File: src/rtl/core/fdfb_pkg.sv
// ----------------------------------------------------------------------------
// fdfb_pkg
// shared constants, types and fixed-point helpers of the boundary node corrector
// ----------------------------------------------------------------------------
package fdfb_pkg;

   localparam int NODES     = 4096;
   localparam int BRANCHES  = 12;
   localparam int MATERIALS = 16;

   localparam int NODE_AW  = (NODES > 1) ? $clog2(NODES) : 1;
   localparam int BR_DEPTH = NODES * BRANCHES;
   localparam int BR_AW    = (BR_DEPTH > 1) ? $clog2(BR_DEPTH) : 1;
   localparam int CF_DEPTH = MATERIALS * BRANCHES;
   localparam int CF_AW    = (CF_DEPTH > 1) ? $clog2(CF_DEPTH) : 1;
   localparam int MAT_AW   = (MATERIALS > 1) ? $clog2(MATERIALS) : 1;
   localparam int BCNT_W   = $clog2(BRANCHES + 1);
   localparam int CLR_DEPTH = (BR_DEPTH > CF_DEPTH) ? BR_DEPTH : CF_DEPTH;
   localparam int CLR_W    = $clog2(CLR_DEPTH + 1);

   localparam int DIV_STEPS = 56;
   localparam int DIV_CW    = $clog2(DIV_STEPS + 1);

   localparam logic signed [31:0] Q_ONE   = 32'sh0100_0000;
   localparam logic signed [31:0] Q_MAX   = 32'sh7fff_ffff;
   localparam logic signed [31:0] Q_MIN   = 32'sh8000_0000;

   localparam logic ACT_PROCESS = 1'b0;
   localparam logic ACT_WRITE   = 1'b1;

   localparam logic [2:0] SEL_ADMIT = 3'd0;
   localparam logic [2:0] SEL_COUNT = 3'd1;
   localparam logic [2:0] SEL_B     = 3'd2;
   localparam logic [2:0] SEL_BD    = 3'd3;
   localparam logic [2:0] SEL_BDH   = 3'd4;
   localparam logic [2:0] SEL_BFH   = 3'd5;

   typedef enum logic [4:0] {
      ST_CLEAR, ST_IDLE,
      ST_M_LOSS, ST_W_LOSS, ST_M_BETA, ST_W_BETA, ST_M_LKB, ST_W_LKB,
      ST_DIV_FAC, ST_WAIT_FAC, ST_WAIT_U0,
      ST_B1_RD, ST_B1_BDH, ST_B1_BFH, ST_B1_DBL, ST_B1_SUB, ST_B1_FAC,
      ST_B1_WAIT, ST_B1_ACC, ST_DU,
      ST_B2_RD, ST_B2_B, ST_B2_BD, ST_B2_BFH, ST_B2_ACC, ST_B2_VN, ST_B2_WR,
      ST_OUT
   } state_type;

   typedef struct packed {
      logic              start;
      logic signed [31:0] num;
      logic signed [31:0] den;
   } div_req_type;

   typedef struct packed {
      logic              busy;
      logic              done;
      logic signed [31:0] quot;
   } div_rsp_type;

   function automatic logic signed [31:0] sat32(input logic signed [63:0] x);
      if (x > 64'(Q_MAX)) return Q_MAX;
      if (x < 64'(Q_MIN)) return Q_MIN;
      return x[31:0];
   endfunction

   function automatic logic signed [31:0] qround(input logic signed [63:0] p);
      logic signed [63:0] t;
      t = p + 64'sd8388608;
      return sat32(t >>> 24);
   endfunction

   function automatic logic signed [31:0] qadd(input logic signed [31:0] a,
                                               input logic signed [31:0] b);
      return sat32(64'(a) + 64'(b));
   endfunction

   function automatic logic signed [31:0] qsub(input logic signed [31:0] a,
                                               input logic signed [31:0] b);
      return sat32(64'(a) - 64'(b));
   endfunction

   function automatic logic signed [31:0] qdbl(input logic signed [31:0] a);
      return sat32(64'(a) + 64'(a));
   endfunction

endpackage

File: src/rtl/core/fdfb_div.sv
// ----------------------------------------------------------------------------
// fdfb_div
// bit-serial saturating q8.24 divider, rounds half away from zero
// ----------------------------------------------------------------------------
module fdfb_div (
   input  logic                 clock,
   input  logic                 reset,
   input  fdfb_pkg::div_req_type req,
   output fdfb_pkg::div_rsp_type rsp
);

   logic                       busy_ff, busy_in;
   logic                       done_ff, done_in;
   logic [fdfb_pkg::DIV_CW-1:0] cnt_ff, cnt_in;
   logic [55:0]                work_ff, work_in;
   logic [31:0]                rem_ff, rem_in;
   logic [31:0]                ud_ff, ud_in;
   logic                       neg_ff, neg_in;
   logic signed [31:0]         quot_ff, quot_in;

   logic signed [32:0] nx, dx;
   logic [32:0]        n_abs, d_abs, trial;
   logic               ge;

   always_comb begin
      nx    = 33'(req.num);
      dx    = 33'(req.den);
      n_abs = nx[32] ? 33'(-nx) : 33'(nx);
      d_abs = dx[32] ? 33'(-dx) : 33'(dx);
      trial = {rem_ff, work_ff[55]};
      ge    = trial >= {1'b0, ud_ff};

      busy_in = busy_ff;
      done_in = 1'b0;
      cnt_in  = cnt_ff;
      work_in = work_ff;
      rem_in  = rem_ff;
      ud_in   = ud_ff;
      neg_in  = neg_ff;
      quot_in = quot_ff;

      if (busy_ff) begin
         if (cnt_ff != '0) begin
            rem_in  = ge ? 32'(trial - {1'b0, ud_ff}) : trial[31:0];
            work_in = {work_ff[54:0], ge};
            cnt_in  = cnt_ff - 1'b1;
         end else begin
            busy_in = 1'b0;
            done_in = 1'b1;
            if (!neg_ff) begin
               quot_in = (work_ff >= 56'h7fff_ffff) ? fdfb_pkg::Q_MAX : work_ff[31:0];
            end else begin
               quot_in = (work_ff >= 56'h8000_0000) ? fdfb_pkg::Q_MIN
                                                   : 32'(-work_ff[31:0]);
            end
         end
      end else if (req.start) begin
         if (req.den == '0) begin
            done_in = 1'b1;
            quot_in = req.num[31] ? fdfb_pkg::Q_MIN : fdfb_pkg::Q_MAX;
         end else begin
            busy_in = 1'b1;
            cnt_in  = fdfb_pkg::DIV_CW'(fdfb_pkg::DIV_STEPS);
            work_in = {n_abs[31:0], 24'd0} + 56'(d_abs[31:1]);
            rem_in  = '0;
            ud_in   = d_abs[31:0];
            neg_in  = req.num[31] ^ req.den[31];
         end
      end
   end

   always_ff @(posedge clock) begin
      if (reset) begin
         busy_ff <= 1'b0;
         done_ff <= 1'b0;
      end else begin
         busy_ff <= busy_in;
         done_ff <= done_in;
      end
      cnt_ff  <= cnt_in;
      work_ff <= work_in;
      rem_ff  <= rem_in;
      ud_ff   <= ud_in;
      neg_ff  <= neg_in;
      quot_ff <= quot_in;
   end

   assign rsp.busy = busy_ff;
   assign rsp.done = done_ff;
   assign rsp.quot = quot_ff;

endmodule

File: config.mk
export PLATFORM = sky130hd
export DESIGN_NAME = fdfb_div
export DESIGN_NICKNAME = d
export VERILOG_FILES = /design/src/rtl/core/fdfb_pkg.sv /design/src/rtl/core/fdfb_div.sv
export SDC_FILE = /design/constraint.sdc
export NUM_CORES = 1
export LEC_CHECK = 0
export ABC_AREA = 1
export BUFFER_PORTS_ARGS = -buffer_cell sky130_fd_sc_hd__buf_2
export CAP_MARGIN = 20
export CORE_ASPECT_RATIO = 0.75
export CORE_MARGIN = 10
export CORE_UTILIZATION = 40
export CTS_CLUSTER_SIZE = 16
export DETAILED_ROUTE_END_ITERATION = 12
export GPL_TIMING_DRIVEN = 1
export HOLD_SLACK_MARGIN = 0.02
export MAX_ROUTING_LAYER = met4
export PLACE_DENSITY_LB_ADDON = 0.1
export RECOVER_POWER = 100
export SLEW_MARGIN = 20
export SYNTH_ARGS = -nofsm -noshare
export SYNTH_HDL_FRONTEND = slang
export SYNTH_SLANG_ARGS = --single-unit
export TNS_END_PERCENT = 1
File: constraint.sdc
create_clock -name clock -period 9.1 [get_ports clock]
set_input_delay 0.91 -clock clock [delete_from_list [all_inputs] [get_ports clock]]
set_output_delay 0.91 -clock clock [all_outputs]
set_load 0.03 [all_outputs]
==> metrics <==
skew final 0.0134 ns; Die X 225 µm; WP buf/inv 1; Initial Utilization 0.405; Crit Path Max Fanout 26; drt via density 5.19; vias in the first global route 11000; Achievable Freq around 170 MHz; hold crit path type register to register; ys flop type edfxtp_1; critical path class register to register; ys async rst share 0; Final Non-Filler Cells 2260; fraction of layout cells with a size suffix above 1 0.0729; Leak Pwr around 6.2 nW; Overflow after GRT 0; CTS Sinks 161; Max Cap Viol 7; Max stage delay on crit path approximately 1.9 ns; Post-synth EDFFs 159; Hold-fix buffers, CTS 0; Mapped Nets 1878; synth top area cells edfxtp_1 (38%), nand2_1 (15%), inv_1 (6.8%), nor2_1 (6.5%), nand3_1 (5.6%); crit-path leading delay family compound AO/OA/AOI/OAI gates; core area 0.0313 mm²; Synth Register Bits 161; Detailed Route Iter0 Violations 1042; Setup Buffers After CTS 0; CTS H-tree depth 4; largest net degree at the start of global routing 60; DIE AREA roughly 0.04 mm²; sequential area share after synthesis 0.380; wire per inst 17.1 µm; Synth area leader edfxtp_1; post-route ant nets 0; CP Capture Type register; IO Pins ~100; Layout fillers 3246; Mapped Cells around 1800; first-pass GRT wire length 60900 µm; worst vdd ir 104 µV; CTS buffer count 17; top cell type's share of synthesized area 0.377; Post-CTS Resized 0; Avg Cell Area, Syn ~7.2 µm²; worst-path cell chain ha_1, a21oi_1, nor2_1, o211ai_1, o211ai_1, a21oi_1, nand2_1, clkinvlp_2, nor2_1, nor2_1; max_slew headroom -0.712; nets between 1500 and 2000; final core occ 0.447; Worst Reg-to-Reg Cells 10; placed insts 2227; via count 11700; final wirelength 38700 µm; most frequent cells after synthesis nand2_1 (493), inv_1 (229), nor2_1 (221), edfxtp_1 (159), nand3_1 (142); outcome finished with violations; Worst path most repeated cell nor2_1; Yosys warning total 0; fin crit share 0.664; Slew Limit Fails 299; RSZ-0062 raised after global routing false; clock slew at reported path FFs 0.08 ns; worst hold slack 0.548 ns; CP Data Arrival Time 6.32 ns; Critical Path Slowest Stage Cell a21oi_1; Total GRT Usage 0.201; DRC viols 0; CTS Buffer Depth 2; Root Buffer clkbuf_16; top-count cell post-synth nand2_1; Mapped Area roughly 0.013 mm²; Worst Setup Start Kind register; die height 174 µm; setup TNS 0 ns; Slew @ Worst Pin roughly 2.6 ns; minimum clock period slightly above 6 ns; synth unique cells 47; Core Rows between 50 and 60; Worst EP required 9.37 ns; Worst-Skew Late Latency 0.43 ns; CTS tree built; routability cong. 0.976; DR pass1 iterations 6; initial antenna violation count 1; endpoints failing hold 0; pwr dens 180 mW/mm²; area delta synth->final 10.3%; final setup violation count 0; failing checks capacitance limit, slew limit; IO Port Bufs 100; Crit path depth 10; hold depth 2; HPWL Detailed 30200 µm
[area by class of cell]
cell class	count	area, µm²	share of cell area
flip-flops and latches	161	4810	0.345
diodes	1	2.50	0.000179
inverters	233	876	0.0627
clock buffers	17	425	0.0304
well taps	406	508	0.0364
clock inverters	15	155	0.0111
multi-input cells	1321	6700	0.480
repair buffers	106	485	0.0347
[metal layers]
layer | up-vias | part of all wire | track usage
met4 | 0 | 0.010 | 0.0441
met2 | 360 | 0.41 | 0.273
met5 | - | 0 | -
met1 | 5413 | 0.51 | 0.295
li1 | 5941 | - | -
met3 | 19 | 0.071 | 0.0444
[flip-flops by register name, summed over array words and instances, names as in the netlist]
signal / cells
work_ff: 56
quot_ff: 32
rem_ff: 32
ud_ff: 32
cnt_ff: 6
busy_ff: 1
done_ff: 1
neg_ff: 1
[logic make-up (layout without fill, tap and decap cells)]
logic type                 count (synthesis)  in the layout  synth area share
and+or+nand+nor                          977            977             0.330
xor gates and xnor gates                  92             92            0.0636
buffers and inverters                    282            371            0.0878
other                                      0              1                 0
adders and majority gates                 47             47            0.0476
AOI/OAI and AO/OA                        205            205            0.0911
DFF                                      161            161             0.380
[through the flow]
step | setup WS, ns | power [mW] | instance area [µm²]
6_report | 3.06 | 2.51 | 14000
5_1_grt | 2.48 | 2.67 | 14000
4_1_cts | 4.73 | 2.52 | 14100
3_5_place_dp | 4.26 | 1.79 | 13500
3_3_place_gp | 4.33 | 1.79 | 13500
2_1_floorplan | 4.54 | 1.56 | 12700
[worst reg2reg max path: cells and delay by family, from the launching register on]
kind	cells	cell delay (ns)
DFF	1	0.42
and+or+nand+nor	4	1.48
buffers and inverters	1	1.05
AOI/OAI and AO/OA	4	2.52
adders and majority gates	1	0.41
[cells in the final DEF, fill, tap and decap left out, types with 3 or more instances in the layout]
cell type  count
nand2_1      494
inv_1        230
nor2_1       225
edfxtp_1     159
nand3_1      144
o21ai_0      109
xor2_1        72
buf_2         64
a21oi_1       45
ha_1          45
clkbuf_1      40
nand4_1       33
nor3_1        26
xnor2_1       20
clkbuf_16     17
nor4_1        12
nand2_2       12
o221ai_1      10
nor2_2         8
o211ai_1       8
nand3b_1       6
o21bai_1       6
a31oi_1        6
o21ai_1        5
or2_2          5
nor2_4         4
a21o_1         4
inv_8          4
o21a_1         3
a21boi_0       3
[report_power, final]
group / switching, mW / leakage [nW] / total, mW / internal (mW)
sequential: 0.0674 / 1.57 / 1.00 / 0.937
combinational: 0.533 / 4.37 / 0.782 / 0.249
clock: 0.336 / 0.282 / 0.723 / 0.387
total: 0.937 / 6.22 / 2.51 / 1.57
[worst paths after layout]
path | start | endpoint | slack [ns]
worst min-delay path | work_ff[49] | work_ff[50] | 0.55
worst max-delay path | rem_ff[25] | rem_ff[16] | 3.06
worst min register to register | work_ff[49] | work_ff[50] | 0.55
worst max register to register | rem_ff[25] | rem_ff[16] | 3.06
Note: power is estimated with default switching activity, not from simulation.
